`src/rtl/fpc_pkg.sv`:
```
// shared types, codes and constants for the frame pixel convert and place block
// no dependencies
package fpc_pkg;

  localparam int MAX_DIM_DEFAULT = 1024;
  localparam int DIM_W           = 11;
  localparam int COORD_W         = 10;
  localparam int RAW_W           = 32;
  localparam int IDX_W           = 20;
  localparam int CHAN_W          = 8;
  localparam int FMT_W           = 2;
  localparam int CFG_IDX_W       = 3;

  typedef enum logic [CFG_IDX_W-1:0] {
    REG_OUT_WIDTH    = 3'd0,
    REG_OUT_HEIGHT   = 3'd1,
    REG_SRC_WIDTH    = 3'd2,
    REG_SRC_HEIGHT   = 3'd3,
    REG_PIXEL_FORMAT = 3'd4
  } cfg_reg_e;

  typedef enum logic [FMT_W-1:0] {
    FMT_RGB1555 = 2'd0,
    FMT_XRGB8888 = 2'd1,
    FMT_RGB565  = 2'd2,
    FMT_NONE    = 2'd3
  } pix_fmt_e;

  localparam logic [DIM_W-1:0]  RST_OUT_WIDTH  = 11'd320;
  localparam logic [DIM_W-1:0]  RST_OUT_HEIGHT = 11'd224;
  localparam logic [DIM_W-1:0]  RST_SRC_WIDTH  = 11'd320;
  localparam logic [DIM_W-1:0]  RST_SRC_HEIGHT = 11'd224;
  localparam logic [CHAN_W-1:0] ALPHA_OPAQUE   = 8'hFF;

  typedef struct packed {
    logic [COORD_W-1:0] src_col;
    logic [COORD_W-1:0] src_row;
    logic [RAW_W-1:0]   raw_pixel;
  } in_item_t;

  typedef struct packed {
    logic              write_enable;
    logic [IDX_W-1:0]  dest_index;
    logic [CHAN_W-1:0] red;
    logic [CHAN_W-1:0] green;
    logic [CHAN_W-1:0] blue;
    logic [CHAN_W-1:0] alpha;
  } result_t;

  // placement geometry derived from the dimension registers
  typedef struct packed {
    logic [DIM_W-1:0] ow;
    logic [DIM_W-1:0] off_x;
    logic [DIM_W-1:0] off_y;
    logic [DIM_W-1:0] cw;
    logic [DIM_W-1:0] ch;
    pix_fmt_e         fmt;
  } geom_t;

endpackage

```
`src/rtl/fpc_cfg.sv`:
```
// configuration registers and derived placement geometry
// depends on fpc_pkg
module fpc_cfg import fpc_pkg::*; #(
  parameter int MAX_DIM = MAX_DIM_DEFAULT
) (
  input  logic                 clk,
  input  logic                 rst,
  input  logic                 cfg_we,
  input  logic [CFG_IDX_W-1:0] cfg_index,
  input  logic [DIM_W-1:0]     cfg_data,
  output geom_t                geom
);

  localparam int CMP_W = DIM_W + 2;

  logic [DIM_W-1:0] out_width;
  logic [DIM_W-1:0] out_height;
  logic [DIM_W-1:0] src_width;
  logic [DIM_W-1:0] src_height;
  pix_fmt_e         pixel_format;

  logic [DIM_W-1:0] ow, oh, sw, sh;
  logic [DIM_W-1:0] diff_x, diff_y;

  function automatic logic [DIM_W-1:0] clamp_dim(input logic [DIM_W-1:0] v);
    logic [CMP_W-1:0] vw;
    vw = CMP_W'(v);
    if (vw > CMP_W'(MAX_DIM)) return DIM_W'(MAX_DIM);
    else return v;
  endfunction

  always_ff @(posedge clk) begin
    if (rst) begin
      out_width    <= RST_OUT_WIDTH;
      out_height   <= RST_OUT_HEIGHT;
      src_width    <= RST_SRC_WIDTH;
      src_height   <= RST_SRC_HEIGHT;
      pixel_format <= FMT_RGB1555;
    end else if (cfg_we) begin
      unique case (cfg_index)
        REG_OUT_WIDTH:    out_width    <= cfg_data;
        REG_OUT_HEIGHT:   out_height   <= cfg_data;
        REG_SRC_WIDTH:    src_width    <= cfg_data;
        REG_SRC_HEIGHT:   src_height   <= cfg_data;
        REG_PIXEL_FORMAT: pixel_format <= pix_fmt_e'(cfg_data[FMT_W-1:0]);
        default: ;
      endcase
    end
  end

  always_comb begin
    ow     = clamp_dim(out_width);
    oh     = clamp_dim(out_height);
    sw     = clamp_dim(src_width);
    sh     = clamp_dim(src_height);
    diff_x = ow - sw;
    diff_y = oh - sh;
    geom.ow    = ow;
    geom.fmt   = pixel_format;
    // smaller source is centred, larger one cropped from the top-left
    geom.off_x = (sw < ow) ? (diff_x >> 1) : '0;
    geom.off_y = (sh < oh) ? (diff_y >> 1) : '0;
    geom.cw    = (sw < ow) ? sw : ow;
    geom.ch    = (sh < oh) ? sh : oh;
  end

endmodule

```
`src/rtl/fpc_datapath.sv`:
```
// four-stage pixel pipeline: capture, window and colour, multiply, index add
// depends on fpc_pkg
module fpc_datapath import fpc_pkg::*; (
  input  logic     clk,
  input  logic     rst,
  input  logic     in_valid,
  input  in_item_t in_item,
  input  geom_t    geom,
  output logic     out_valid,
  output result_t  out_item
);

  localparam int SUM_W  = DIM_W;
  localparam int PROD_W = 2 * DIM_W;
  localparam int ACC_W  = PROD_W + 1;

  // stage 1: item and geometry captured
  logic     v1;
  in_item_t s1_item;
  geom_t    s1_geom;

  // stage 2: window test, coordinate offsets, colour
  logic              v2;
  logic              s2_we;
  logic [SUM_W-1:0]  s2_row_sum;
  logic [SUM_W-1:0]  s2_col_sum;
  logic [DIM_W-1:0]  s2_ow;
  logic [CHAN_W-1:0] s2_r, s2_g, s2_b, s2_a;

  // stage 3: row times width
  logic              v3;
  logic              s3_we;
  logic [PROD_W-1:0] s3_prod;
  logic [SUM_W-1:0]  s3_col_sum;
  logic [CHAN_W-1:0] s3_r, s3_g, s3_b, s3_a;

  logic              in_window;
  logic [CHAN_W-1:0] r_c, g_c, b_c, a_c;
  logic [15:0]       h;
  logic [ACC_W-1:0]  idx_sum;

  always_comb begin
    in_window = ({1'b0, s1_item.src_col} < s1_geom.cw) &&
                ({1'b0, s1_item.src_row} < s1_geom.ch);
    h   = s1_item.raw_pixel[15:0];
    r_c = '0;
    g_c = '0;
    b_c = '0;
    a_c = '0;
    unique case (s1_geom.fmt)
      FMT_RGB1555: begin
        r_c = {h[14:10], 3'b000};
        g_c = {h[9:5], 3'b000};
        b_c = {h[4:0], 3'b000};
        a_c = ALPHA_OPAQUE;
      end
      FMT_XRGB8888: begin
        r_c = s1_item.raw_pixel[23:16];
        g_c = s1_item.raw_pixel[15:8];
        b_c = s1_item.raw_pixel[7:0];
        a_c = ALPHA_OPAQUE;
      end
      FMT_RGB565: begin
        r_c = {h[15:11], 3'b000};
        g_c = {h[10:5], 2'b00};
        b_c = {h[4:0], 3'b000};
        a_c = ALPHA_OPAQUE;
      end
      default: ;
    endcase
    idx_sum = ACC_W'(s3_prod) + ACC_W'(s3_col_sum);
  end

  always_ff @(posedge clk) begin
    if (rst) begin
      v1        <= 1'b0;
      v2        <= 1'b0;
      v3        <= 1'b0;
      out_valid <= 1'b0;
    end else begin
      v1        <= in_valid;
      v2        <= v1;
      v3        <= v2;
      out_valid <= v3;
    end
  end

  always_ff @(posedge clk) begin
    s1_item <= in_item;
    s1_geom <= geom;

    s2_we      <= in_window;
    s2_row_sum <= SUM_W'(s1_item.src_row) + s1_geom.off_y;
    s2_col_sum <= SUM_W'(s1_item.src_col) + s1_geom.off_x;
    s2_ow      <= s1_geom.ow;
    s2_r       <= in_window ? r_c : '0;
    s2_g       <= in_window ? g_c : '0;
    s2_b       <= in_window ? b_c : '0;
    s2_a       <= in_window ? a_c : '0;

    s3_we      <= s2_we;
    s3_prod    <= s2_row_sum * s2_ow;
    s3_col_sum <= s2_col_sum;
    s3_r       <= s2_r;
    s3_g       <= s2_g;
    s3_b       <= s2_b;
    s3_a       <= s2_a;

    out_item.write_enable <= s3_we;
    out_item.dest_index   <= s3_we ? idx_sum[IDX_W-1:0] : '0;
    out_item.red          <= s3_r;
    out_item.green        <= s3_g;
    out_item.blue         <= s3_b;
    out_item.alpha        <= s3_a;
  end

  // every result must trace back to an item that entered the pipeline earlier
  a_latency: assert property (@(posedge clk) disable iff (rst)
    out_valid |-> $past(in_valid, 4))
    else $error("result without a matching item");

  // pixels outside the window carry an all-zero payload
  a_outside_zero: assert property (@(posedge clk) disable iff (rst)
    (out_valid && !out_item.write_enable) |->
      (out_item.dest_index == '0 && out_item.red == '0 && out_item.green == '0 &&
       out_item.blue == '0 && out_item.alpha == '0))
    else $error("payload not cleared outside window");

  // alpha is either opaque or zero, and zero alpha means zero colour
  a_alpha: assert property (@(posedge clk) disable iff (rst)
    (out_valid && out_item.alpha != ALPHA_OPAQUE) |->
      (out_item.alpha == '0 && out_item.red == '0 && out_item.green == '0 &&
       out_item.blue == '0))
    else $error("colour present without alpha");

endmodule

```
`src/rtl/frame_pixel_convert_and_place_core.sv`:
```
// top level of the frame pixel convert and place block
// depends on fpc_pkg, fpc_cfg and fpc_datapath
//
// usage
//   input: drive start high with pixel_in (column, row, raw value) for one
//   cycle per pixel; an item is taken at each edge with start high and busy
//   low. busy is high during reset and falls at the first edge with rst
//   low; then one item is taken every clock cycle that start is high.
//   output: every item gives exactly one result on result, marked by
//   result_valid for a single cycle, in input order. write_enable in the
//   result says whether the pixel falls in the copy window; outside it the
//   whole payload is zero. dest_index is row times output width plus column
//   after centring, wrapped to 20 bits.
//   configuration: cfg_we, cfg_index, cfg_data write one register per edge;
//   write only while no items are in flight.
//   pipeline: four register stages (capture, window and colour, row by width
//   multiply, index add), with result_valid and the result both registered
//   by the index add stage. rate is one item per cycle, as no stage ever
//   holds
//   reset: synchronous rst clears the pipeline valids and loads the
//   dimension registers with 320 x 224 for both frames and format 0RGB1555
//   the receiver cannot stall; results are dropped if not taken on the cycle
module frame_pixel_convert_and_place_core import fpc_pkg::*; #(
  parameter int MAX_DIM = MAX_DIM_DEFAULT
) (
  input  logic                 clk,
  input  logic                 rst,
  input  logic                 start,
  output logic                 busy,
  input  in_item_t             pixel_in,
  output logic                 result_valid,
  output result_t              result,
  input  logic                 cfg_we,
  input  logic [CFG_IDX_W-1:0] cfg_index,
  input  logic [DIM_W-1:0]     cfg_data
);

  geom_t geom;
  logic  accept;

  // held high through reset, released the cycle after
  always_ff @(posedge clk) begin
    if (rst) begin
      busy <= 1'b1;
    end else begin
      busy <= 1'b0;
    end
  end

  assign accept = start && !busy;

  // register file and clamped, centred geometry
  fpc_cfg #(
    .MAX_DIM(MAX_DIM)
  ) u_cfg (
    .clk       (clk),
    .rst       (rst),
    .cfg_we    (cfg_we),
    .cfg_index (cfg_index),
    .cfg_data  (cfg_data),
    .geom      (geom)
  );

  // pixel pipeline
  fpc_datapath u_datapath (
    .clk       (clk),
    .rst       (rst),
    .in_valid  (accept),
    .in_item   (pixel_in),
    .geom      (geom),
    .out_valid (result_valid),
    .out_item  (result)
  );

endmodule

```
`config.mk`:
```
export PLATFORM = sky130hd
export DESIGN_NAME = frame_pixel_convert_and_place_core
export DESIGN_NICKNAME = d
export VERILOG_FILES = /design/src/rtl/fpc_pkg.sv /design/src/rtl/fpc_cfg.sv /design/src/rtl/fpc_datapath.sv /design/src/rtl/frame_pixel_convert_and_place_core.sv
export SDC_FILE = /design/constraint.sdc
export NUM_CORES = 1
export LEC_CHECK = 0
export BUFFER_PORTS_ARGS = -buffer_cell sky130_fd_sc_hd__clkbuf_2
export CELL_PAD_IN_SITES_DETAIL_PLACEMENT = 2
export CELL_PAD_IN_SITES_GLOBAL_PLACEMENT = 2
export CORE_AREA = 10 10 182 227
export DETAILED_ROUTE_END_ITERATION = 8
export DIE_AREA = 0 0 192 237
export GPL_TIMING_DRIVEN = 0
export PLACE_DENSITY = 0.93
export SYNTH_ARGS = -nofsm -noshare
export SYNTH_HDL_FRONTEND = slang
export SYNTH_SLANG_ARGS = --single-unit
```
`constraint.sdc`:
```
create_clock -name clk -period 10.55 [get_ports clk]
set_clock_uncertainty 0.2 [all_clocks]
set_input_delay 1.055 -clock clk [delete_from_list [all_inputs] [get_ports clk]]
set_output_delay 1.055 -clock clk [all_outputs]
set_load 0.02 [all_outputs]
```
* After elaboration in Yosys (flattened, before gate mapping) *
Index checks and enable logic that the tools add are counted.

word-level totals
  output and inout bits = 55
  logic and storage cells = 85
  input port bits = 70
  register bits = 335

cells by class
  $add $sub $neg = 5
  equal/unequal tests = 6
  reduce and logical (&&, ||, !) cells = 12
  multiplexer cells = 11
  $lt $le $gt $ge = 8
  multiply operators = 1

operator list
  operator                                                         count
  11-bit 2-to-1 mux                                                6
  8-bit case mux with 3 select lines                               2
  11-bit > comparator, second input constant                       4
  10-bit by 11-bit adder with 11-bit output                        2
  10-bit by 11-bit less-than comparator with 1-bit output          2
  11-bit less-than comparator                                      2
  11-bit subtractor                                                2
  20-bit by 11-bit adder with 20-bit output                        1
  11-bit by 11-bit multiplier with 20-bit output                   1
  8-bit case mux with 2 select lines                               1
  2-bit AND reduction                                              5
  8-bit 2-to-1 mux                                                 1
  3-bit by 2-bit == test with 1-bit output, second input constant  2
  3-bit by 1-bit == test with 1-bit output, second input constant  1
  3-bit == test, second input constant                             1
  3-bit zero test                                                  1
  3-bit OR reduction                                               1
  2-bit by 1-bit == test with 1-bit output, second input constant  1
  2-bit == test, second input constant                             1
  1-bit logical AND                                                2
  2-bit zero test                                                  1
  2-bit OR reduction                                               1
  1-bit zero test                                                  1
  1-bit 2-to-1 mux                                                 1

* Logic depth before layout (Yosys ltp) *
Gate-level depths: netlist of run 1.

  depth after elaboration = 4
  gate-level depth with buffers = 19

* Modules after synthesis *
From an unflattened synthesis of run 1, not the netlist that was laid out.

second synthesis, totals
  cells, all modules = 1579
  area total of the unflattened synthesis = 15212.1 um^2

by module, submodules not included
  module                              cells each  area each (um^2)  instances
  fpc_datapath                        1128        11897.7           1
  fpc_cfg                             449         3280.6            1
  frame_pixel_convert_and_place_core  2           33.8              1

* Least setup slack after synthesis of run 1 *
No wires, ideal clock.

  path kind = register to register
  start point = register u_datapath.s2_ow[2]
  end point = register u_datapath.s3_prod[16]
  arrival time = 5.040 ns
  stages on the path, launching flop included = 18
  required time = 10.288 ns
  setup slack = 5.248 ns
  clock period less this slack = 5.302 ns
  setup time = 0.062 ns
  cells stage by stage = dfxtp_1 > clkbuf_1 > nand2_1 > fa_1 > inv_1 > fa_1 > fa_1 > fa_1 > inv_1 > fa_1 > inv_1 > ha_1 > a21o_1 > a21oi_1 > nor2b_1 > a311o_1 > or4b_2 > nand3_1

between the ends
  longest elaborated chain between the ends = 1

RTL lines
  item                                            line                 source
  from (decl)                                     fpc_datapath.sv:27   logic [DIM_W-1:0] s2_ow;
  from (signal assigned)                          fpc_datapath.sv:95   s2_ow <= s1_geom.ow;
  11-bit by 11-bit multiplier with 20-bit output  fpc_datapath.sv:102  s3_prod <= s2_row_sum * s2_ow;
  to (signal assigned)                            fpc_datapath.sv:102
  to (decl)                                       fpc_datapath.sv:33   logic [PROD_W-1:0] s3_prod;

No other way between the ends.
A chain may end at the register's enable or synchronous reset.

* Final worst setup path of run 1 *
Same ends and word-level chain as after synthesis.

==> results of run 1 <==
-- stage by stage --
| stage | total power, µW | cells |
|---|---|---|
| 2_1_floorplan | 2326 | 1543 |
| 3_3_place_gp | 2606 | 2145 |
| 3_5_place_dp | 2772 | 2145 |
| 4_1_cts | 4123 | 2207 |
| 5_1_grt | 4327 | 2209 |
| 6_report | 4109 | 2209 |
-- area by class of cell --
type	instances	area (µm²)
fill	3873	19550
multi-input combinational	1001	7795
sequential	312	6246
clock buffer	45	952.2
inverter	168	630.6
tap	486	608.1
timing repair buffer	116	580.6
buffer	62	270.3
clock inverter	17	229.0
antenna	2	5.005
-- cells by family (layout without fill, tap and decap cells) --
family                   after synthesis  count (layout)
AND/OR/NAND/NOR                      484             484
multiplexers                          39              39
AO/OA/AOI/OAI                        220             220
adder cells (fa/ha/maj)              206             206
other                                  0               2
XOR/XNOR                              52              52
buffers and inverters                230             408
flip-flops                           312             312
-- registers in the layout, summed over array words and instances (netlist names), 16 cells and up --
signal               count
u_datapath.s1_geom      55
u_datapath.out_item     46
u_datapath.s1_item      28
u_datapath.s3_prod      20
u_datapath.h            16
-- layer usage --
layer | up-vias | wire length, µm | global-route usage [%]
li1 | 5319 | - | -
met1 | 5978 | 20310 | 24.83
met2 | 362 | 30700 | 47.07
met3 | 211 | 2137 | 4.162
met4 | 2 | 3412 | 14.26
met5 | - | 13 | 0
-- cells in the final DEF (no fill, tap or decap), drive strengths merged, types with 10 or more instances in the layout --
cell type,n
a21o,14
dfxtp,312
clkbuf,210
ha,122
nand3b,10
o21ai,34
nor2b,23
nand2b,36
xor2,15
nand2,207
nor2,57
nand3,11
fa,84
o21a,19
and2,76
buf,13
inv,171
nor3,33
a21oi,93
xnor2,37
mux2i,36
-- path summary, 6_finish.rpt --
| check | slack (ps) | cells after the start | to |
|---|---|---|---|
| hold reg to reg | 130 | 0 | u_datapath.s3_b[1] |
| setup / recovery | 4320 | 17 | u_datapath.s3_prod[16] |
| hold / removal | 130 | 0 | u_datapath.s3_b[1] |
| setup reg to reg | 4320 | 17 | u_datapath.s3_prod[16] |
-- power breakdown --
group | switching [µW] | internal (µW) | total [µW]
Combinational | 873 | 564 | 1440
Sequential | 74.2 | 1320 | 1390
Clock | 534 | 745 | 1280
Total | 1480 | 2630 | 4110
-- critical path: cells and delay by family (launching register included) --
family,cells,cell delay [ps]
AOI/OAI and AO/OA,4,970
and+or+nand+nor,3,970
DFF,1,350
adders and majority gates,6,3010
buffers and inverters,4,660
==> results.yml, run 1 <==
clocking:
  path_clk_slew_ps: 70
  ctsHoldBuffers: 0
  cts_sinks: 312
  cts_buffer_depth: 3
  cts_resized: 0
  cts_max_level: 2
  clk_latency_ps: 550
  cts_root_buffer: "clkbuf_16"
  post_cts_buffers: 0
  cts_buffers: 34
  cts_tree: "done"
synthesis:
  yosysWarnings: 0
  synth_commonest_cells: "dfxtp_1 (312), nand2_1 (207), inv_1 (166), ha_1 (122), a21oi_1 (93)"
  synth_area_leaders: "dfxtp_1 (42%), fa_1 (11%), ha_1 (10%)"
  synth-seq-cells: 312
  synth_top_family_by_area: "adder cells"
  synthArstFlopShare_pct: 0
  synth_area_leader_cell: "dfxtp_1"
  synth_compound_area_share_pct: 9.278
  synth_ff_type: "dfxtp_1"
  yosysTopAreaCellShare_pct: 41.80
  syn-num-nets: 1819
  postSynthCellCount: 1543
  yosysUniqueCellTypes: 63
  synth_edf_count: 0
  synth_seq_area_share_pct: 41.80
  synth_area_per_cell_um2: 9.684
  yosys.area_share.adder_pct: 21.47
  synth_xor_area_share_pct: 3.048
  syn-cell-area_um2: 14940
  yosys.area_share.simple_pct: 15.71
  yosys.cell_count.top_type: "dfxtp_1"
  muxShareOfSynthArea_pct: 2.663
timing:
  finalMaxSlewViolations: 0
  finalSetupTns_ps: 0
  tightest_slew_ps: 1202
  setup_viol: 0
  finalCritPeriodShare_pct: 59.08
  relSlewSlack_pct: 19.40
  hold_viol_final: 0
  layout_min_cycle_time_ps: 6233
  setup_ws_ps: 4317
  fmaxAchievable_mhz: 160.4
  rsz0062_at_grt: "false"
  fin_hold_ws_ps: 127.0
global_routing:
  grt_max_degree: 15
  grt.total_usage_pct: 24.89
  antenna_found_initial: 3
  gr-total-overflow: 0
  grt_pass1_vias: 14280
  grt_pass1_wl_um: 87350
run_status:
  outcome: "finished clean"
critical_path:
  critical-path-max-stage-delay_ps: 650
  cp-end-kind: "flop"
  rr_startpoint: "u_datapath.s2_ow[2]"
  startpoint: "u_datapath.s2_ow[2]"
  start_kind: "flop"
  worst_path_most_repeated_cell: "fa_1"
  path_class: "flop to flop"
  crit_chain: "clkbuf_1 > nand2_1 > fa_1 > fa_1 > fa_1 > inv_1 > fa_1 > inv_1 > fa_1 > inv_1 > ha_1 > o21a_1 > o211ai_1 > a31oi_1 > a311o_1 > or4b_2 > nand3_1"
  cp.arrival_ps: 6510
  required_ps: 10830
  slowest_stage: "fa_1"
  crit_fanout: 10
floorplan:
  die_y_um: 237
  dieWidth_um: 192
  rows: 79
  io_pins: 125
  die_area_um2: 45500
  core_um2: 36870
  start_util_pct: 40.53
routing:
  vias_per_cell: 5.374
  first_pass_iters: 5
  detail_route.wl_per_cell_um: 25.61
  num_vias: 11870
  drt_iter0_drc: 627
  drc: 0
  ant_nets: 0
  totalWireLength_um: 56580
placed_design:
  routabilityCongestion: 0.8591
  dpl_cell_area_um2: 16130
  hpwl_um: 38180
  io_buffers: 116
  dp_slack_ps: 4530
pwr:
  irDropWorstVdd_uv: 130.9
  p_leak_uw: 0.008009
  power_density_nw_per_um2: 237.3
run:
  cap_violations: 0
finish:
  area_growth_pct: 15.89
  drive_gt1_share_pct: 11.45
  final_util_pct: 46.97
  nNetsFinal: 1971
  final_area_um2: 17320
worst_hold_path:
  worstHoldStart: "u_datapath.s2_b[1]"
  hold_path_class: "flop to flop"
No activity file was read; power rests on OpenSTA's default activity.
==> run 2, diff against run 1 <==
--- a/config.mk
+++ b/config.mk
@@ -5,14 +5,15 @@
 export SDC_FILE = /design/constraint.sdc
 export NUM_CORES = 1
 export LEC_CHECK = 0
+export ABC_AREA = 1
 export BUFFER_PORTS_ARGS = -buffer_cell sky130_fd_sc_hd__clkbuf_2
 export CELL_PAD_IN_SITES_DETAIL_PLACEMENT = 2
 export CELL_PAD_IN_SITES_GLOBAL_PLACEMENT = 2
-export CORE_AREA = 10 10 182 227
+export CORE_AREA = 10 10 197 245
 export DETAILED_ROUTE_END_ITERATION = 8
-export DIE_AREA = 0 0 192 237
+export DIE_AREA = 0 0 207 255
 export GPL_TIMING_DRIVEN = 0
-export PLACE_DENSITY = 0.93
+export PLACE_DENSITY = 0.89
 export SYNTH_ARGS = -nofsm -noshare
 export SYNTH_HDL_FRONTEND = slang
 export SYNTH_SLANG_ARGS = --single-unit
==> constraint.sdc (replaced) <==
create_clock -name clk -period 6 [get_ports clk]
set_clock_uncertainty 0.2 [all_clocks]
set_input_delay 0.6 -clock clk [delete_from_list [all_inputs] [get_ports clk]]
set_output_delay 0.6 -clock clk [all_outputs]
set_load 0.02 [all_outputs]
==> results.yml, run 2 <==
run_status:
  outcome: "finished clean"
floorplan:
  core_um2: 43690
  start_util_pct: 36.45
  dieWidth_um: 207
  rows: 86
  die_y_um: 255
  io_pins: 125
  die_area_um2: 52790
placed_design:
  dp_slack_ps: 506.8
  io_buffers: 116
  hpwl_um: 45160
  routabilityCongestion: 0.8468
pwr:
  irDropWorstVdd_uv: 272.5
  p_leak_uw: 0.009520
  p_total_uw: 9410
  power_density_nw_per_um2: 499.3
routing:
  ant_nets: 0
  first_pass_iters: 5
  drc: 0
  drt_iter0_drc: 657
  detail_route.wl_per_cell_um: 27.45
  num_vias: 14440
  totalWireLength_um: 73840
  vias_per_cell: 5.367
clocking:
  cts_buffer_depth: 3
  path_clk_slew_ps: 70
  clk_latency_ps: 560
  cts_root_buffer: "clkbuf_16"
  cts_sinks: 312
  cts_tree: "done"
  cts_buffers: 36
  cts_max_level: 2
critical_path:
  slowest_stage: "clkbuf_1"
  rrSetupSlack_ps: 90
  path_class: "flop to flop"
  required_ps: 6230
  crit_chain: "clkbuf_1 > nand2_1 > fa_1 > fa_1 > inv_1 > fa_1 > fa_1 > inv_1 > fa_1 > inv_1 > ha_1 > a21oi_1 > inv_1 > nor2_1 > nand2_1 > nand3_1 > nand2_1 > nand2_1 > nand2_1"
  cp.arrival_ps: 6150
  critical-path-max-stage-delay_ps: 570
  crit_fanout: 10
  start_kind: "flop"
  cp-end-kind: "flop"
global_routing:
  use_met3_pct: 4.662
  grt_pass1_wl_um: 110900
  grt_pass1_vias: 17260
  grt_max_degree: 14
  gr-total-overflow: 0
  grt.total_usage_pct: 27.51
  met2_usage_pct: 51.74
  gr-usage-met1_pct: 25.67
  antenna_found_initial: 5
  busiest_layer: "met2"
timing:
  setup_viol: 0
  finalCritPeriodShare_pct: 98.57
  layout_min_cycle_time_ps: 5914
  finalSetupTns_ps: 0
  fmaxAchievable_mhz: 169.1
  hold_viol_final: 0
  finalMaxSlewViolations: 0
  fin_hold_ws_ps: 13.10
  tightest_slew_ps: 807.7
  setup_ws_ps: 85.86
  relSlewSlack_pct: 45.96
synthesis:
  synth-seq-cells: 312
  synth_area_leader_cell: "dfxtp_1"
  synth_seq_area_share_pct: 39.22
  synth_edf_count: 0
  synthArstFlopShare_pct: 0
  synth_area_per_cell_um2: 8.399
  synth_commonest_cells: "inv_1 (363), nand2_1 (337), dfxtp_1 (312), nor2_1 (171), ha_1 (122)"
  yosysTopAreaCellShare_pct: 39.22
  yosysWarnings: 0
  synth_area_leaders: "dfxtp_1 (39%), fa_1 (11%), ha_1 (9.6%)"
  syn-cell-area_um2: 15920
  yosysUniqueCellTypes: 45
  yosys.cell_count.top_type: "inv_1"
  synth_ff_type: "dfxtp_1"
  syn-num-nets: 2172
  postSynthCellCount: 1896
finish:
  final_util_pct: 43.14
  area_growth_pct: 18.35
  max_flop_register: "u_datapath.s1_geom"
  final_cell_mix: "inv_1 (363), nand2_1 (337), dfxtp_1 (312)"
  drive_gt1_share_pct: 13.99
  reg_top3: "u_datapath.s1_geom: 55 flops, u_datapath.out_item: 46 flops, u_datapath.s1_item: 28 flops"
  largest_reg_flops: 55
  nNetsFinal: 2366
  final_common_cell: "inv_1"
worst_hold_path:
  hold_path_class: "input port to flop"
run:
  cap_violations: 0
-- run 2: metrics by stage --
stage          cell area [µm²]  std cells
6_report                 18850       2690
4_1_cts                  18850       2691
5_1_grt                  18840       2689
2_1_floorplan            15920       1896
3_5_place_dp             17220       2584
3_3_place_gp             17220       2584
-- run 2: area by class of cell --
class | count | area [µm²]
flip-flops and latches | 312 | 6246
well taps | 572 | 715.7
multi-input cells | 1162 | 8005
fillers | 4898 | 24840
repair buffers | 159 | 1011
clock inverters | 15 | 186.4
plain buffers | 48 | 274.0
diodes | 2 | 5.005
clock buffers | 49 | 1010
inverters | 371 | 1393
-- run 2: layer usage --
layer,vias to the layer above,wire (µm)
li1,6247,-
met1,7209,24650
met2,610,39100
met3,364,3110
met4,6,6931
met5,-,39
-- run 2: path summary, 6_finish.rpt --
check	to	cells after the start	from
max	u_datapath.s3_prod[13]	19	u_datapath.s2_ow[4]
min	u_datapath.s1_item[51]	1	pixel_in[51]
max reg2reg	u_datapath.s3_prod[13]	19	u_datapath.s2_ow[4]
min reg2reg	u_datapath.s3_we	0	u_datapath.s2_we
-- run 2: cells by family (layout without fill, tap and decap cells) --
logic type               Yosys count  after routing  share of synthesized area (%)
AO/OA/AOI/OAI                    272            272                          10.39
buffers and inverters            422            642                          10.51
flip-flops                       312            312                          39.22
AND/OR/NAND/NOR                  641            641                          17.37
XOR/XNOR                          43             43                          2.365
other                              0              2                              0
adder cells (fa/ha/maj)          206            206                          20.15
-- run 2: where the power goes --
group          internal [µW]  switching, µW
combinational           1390           3050
sequential              2420            225
clock                   1320            993
total                   5140           4270
-- run 2: critical path, delay by kind of cell (launching register included) --
family                     cells  cell delay, ps
and+or+nand+nor                7            1020
AOI/OAI and AO/OA              1             290
buffers and inverters          5             950
adders and majority gates      6            2880
DFF                            1             410
-- run 2: repair_timing --
item                       in CTS  in global routing
hold buffers                   43                  0
setup endpoints to repair       0                  2
hold endpoints to repair       43                  0
resized for setup               0                  9
setup buffers                   0                  0
==> run 3, diff against run 2 <==
--- a/config.mk
+++ b/config.mk
@@ -13,7 +13,7 @@
 export DETAILED_ROUTE_END_ITERATION = 8
 export DIE_AREA = 0 0 207 255
 export GPL_TIMING_DRIVEN = 0
-export PLACE_DENSITY = 0.89
+export PLACE_DENSITY_LB_ADDON = 0.1
 export SYNTH_ARGS = -nofsm -noshare
 export SYNTH_HDL_FRONTEND = slang
 export SYNTH_SLANG_ARGS = --single-unit
==> results.yml, run 3 (same netlist as run 2, synthesis figures left out) <==
placed_design:
  routabilityCongestion: 0.8405
  io_buffers: 116
  dp_slack_ps: 340.4
  hpwl_um: 40550
floorplan:
  core_um2: 43690
  start_util_pct: 36.45
  die_y_um: 255
  rows: 86
  io_pins: 125
  dieWidth_um: 207
  die_area_um2: 52790
run:
  cap_violations: 0
routing:
  routed.top_layer: "met4"
  detail_route.wl_per_cell_um: 19.19
  drt_iter0_drc: 380
  ant_nets: 0
  num_vias: 12800
  drc: 0
  vias_per_cell: 4.768
  wl_met1_um: 18560
  first_pass_iters: 4
  totalWireLength_um: 51520
  dr_wl_met3_um: 882
  wl_met2_um: 30930
timing:
  finalCritPeriodShare_pct: 93.30
  setup_viol: 0
  layout_min_cycle_time_ps: 5598
  fmaxAchievable_mhz: 178.6
  rsz0062_at_grt: "false"
  hold_viol_final: 0
  finalSetupTns_ps: 0
  tightest_slew_ps: 692.8
  relSlewSlack_pct: 53.82
  finalMaxSlewViolations: 0
  setup_ws_ps: 402.2
critical_path:
  cp.arrival_ps: 5780
  start_kind: "flop"
  crit_fanout: 10
  cp-end-kind: "flop"
  path_class: "flop to flop"
  required_ps: 6190
finish:
  final_util_pct: 42.99
  area_growth_pct: 17.93
  final_cell_mix: "inv_1 (363), nand2_1 (337), dfxtp_1 (312)"
  reg_top3: "u_datapath.s1_geom: 55 flops, u_datapath.out_item: 46 flops, u_datapath.s1_item: 28 flops"
  diodes: 0
  nNetsFinal: 2368
  max_flop_register: "u_datapath.s1_geom"
  drive_gt1_share_pct: 13.58
  final_common_cell: "inv_1"
  largest_reg_flops: 55
clocking:
  cts_tree: "done"
  cts_root_buffer: "clkbuf_16"
  cts_buffer_depth: 3
  clk_latency_ps: 550
  path_clk_slew_ps: 60
  post_cts_buffers: 0
  cts_max_level: 2
  cts_sinks: 312
  cts_resized: 0
  ctsHoldBuffers: 44
  cts_buffers: 34
global_routing:
  grt_pass1_vias: 15040
  antenna_found_initial: 0
  grt.total_usage_pct: 19.64
  grt_max_degree: 14
  grt_pass1_wl_um: 82470
  gr-total-overflow: 0
pwr:
  irDropWorstVdd_uv: 349.8
  p_leak_uw: 0.009463
  power_density_nw_per_um2: 458.5
worst_hold_path:
  hold_path_class: "input port to flop"
run_status:
  outcome: "finished clean"
[run 3: changes by cell type in the layout (fill, tap and decap cells not counted), sizes merged]
cell	previous run	this run
inv	374	371
dlygate4sd3	43	44
clkinv	9	8
buf	22	21
bufinv	3	2
clkinvlp	0	2
diode	2	0
[run 3: power by group]
group          switching [µW]  internal, µW
sequential                166          2420
clock                     890          1220
combinational            2600          1320
[run 3: path summary, 6_finish.rpt]
kind                             from                      to  cells after the start  slack (ps)
max          u_datapath.s2_row_sum[9]  u_datapath.s3_prod[19]                     20         400
min                             start           u_datapath.v1                      3          70
max reg2reg  u_datapath.s2_row_sum[9]  u_datapath.s3_prod[19]                     20         400
min reg2reg        u_datapath.s2_a[6]      u_datapath.s3_a[6]                      0         120
[run 3: per-stage QoR]
stage               hold slack (ps)  cells  cell area, µm²  total power (µW)
finish                        69.11   2685           18780              8611
global route                  62.77   2685           18780              9311
CTS                           45.46   2685           18780              8747
detailed placement            113.2   2584           17220              6557
global placement              110.1   2584           17220              6414
floorplan                     109.6   1896           15920              5167
[run 3: layout make-up]
cell class                      count  area, µm²
Clock buffer                       45      952.2
Sequential cell                   312       6246
Timing Repair Buffer              160       1021
Multi-Input combinational cell   1162       8005
Buffer                             51      280.3
Fill cell                        4977      24910
Inverter                          371       1393
Clock inverter                     12      166.4
Tap cell                          572      715.7
[run 3: metal layers]
metal,GRT usage (%),up-vias
li1,-,6242
met1,18.84,6381
met2,42.28,114
met3,2.148,65
met4,5.387,0
met5,0,-
[run 3: worst max-delay path: stages, from the launching register on]
cell	delay [ps]
dfxtp_1	320
clkbuf_1	530
nand2_1	180
fa_1	580
inv_1	50
fa_1	480
fa_1	460
fa_1	520
inv_1	60
fa_1	470
inv_1	50
ha_1	420
a21oi_1	170
o21ai_0	290
nand2_1	90
nand2_1	70
inv_1	40
nand2_1	160
inv_1	70
nand2_1	60
nand2_1	150
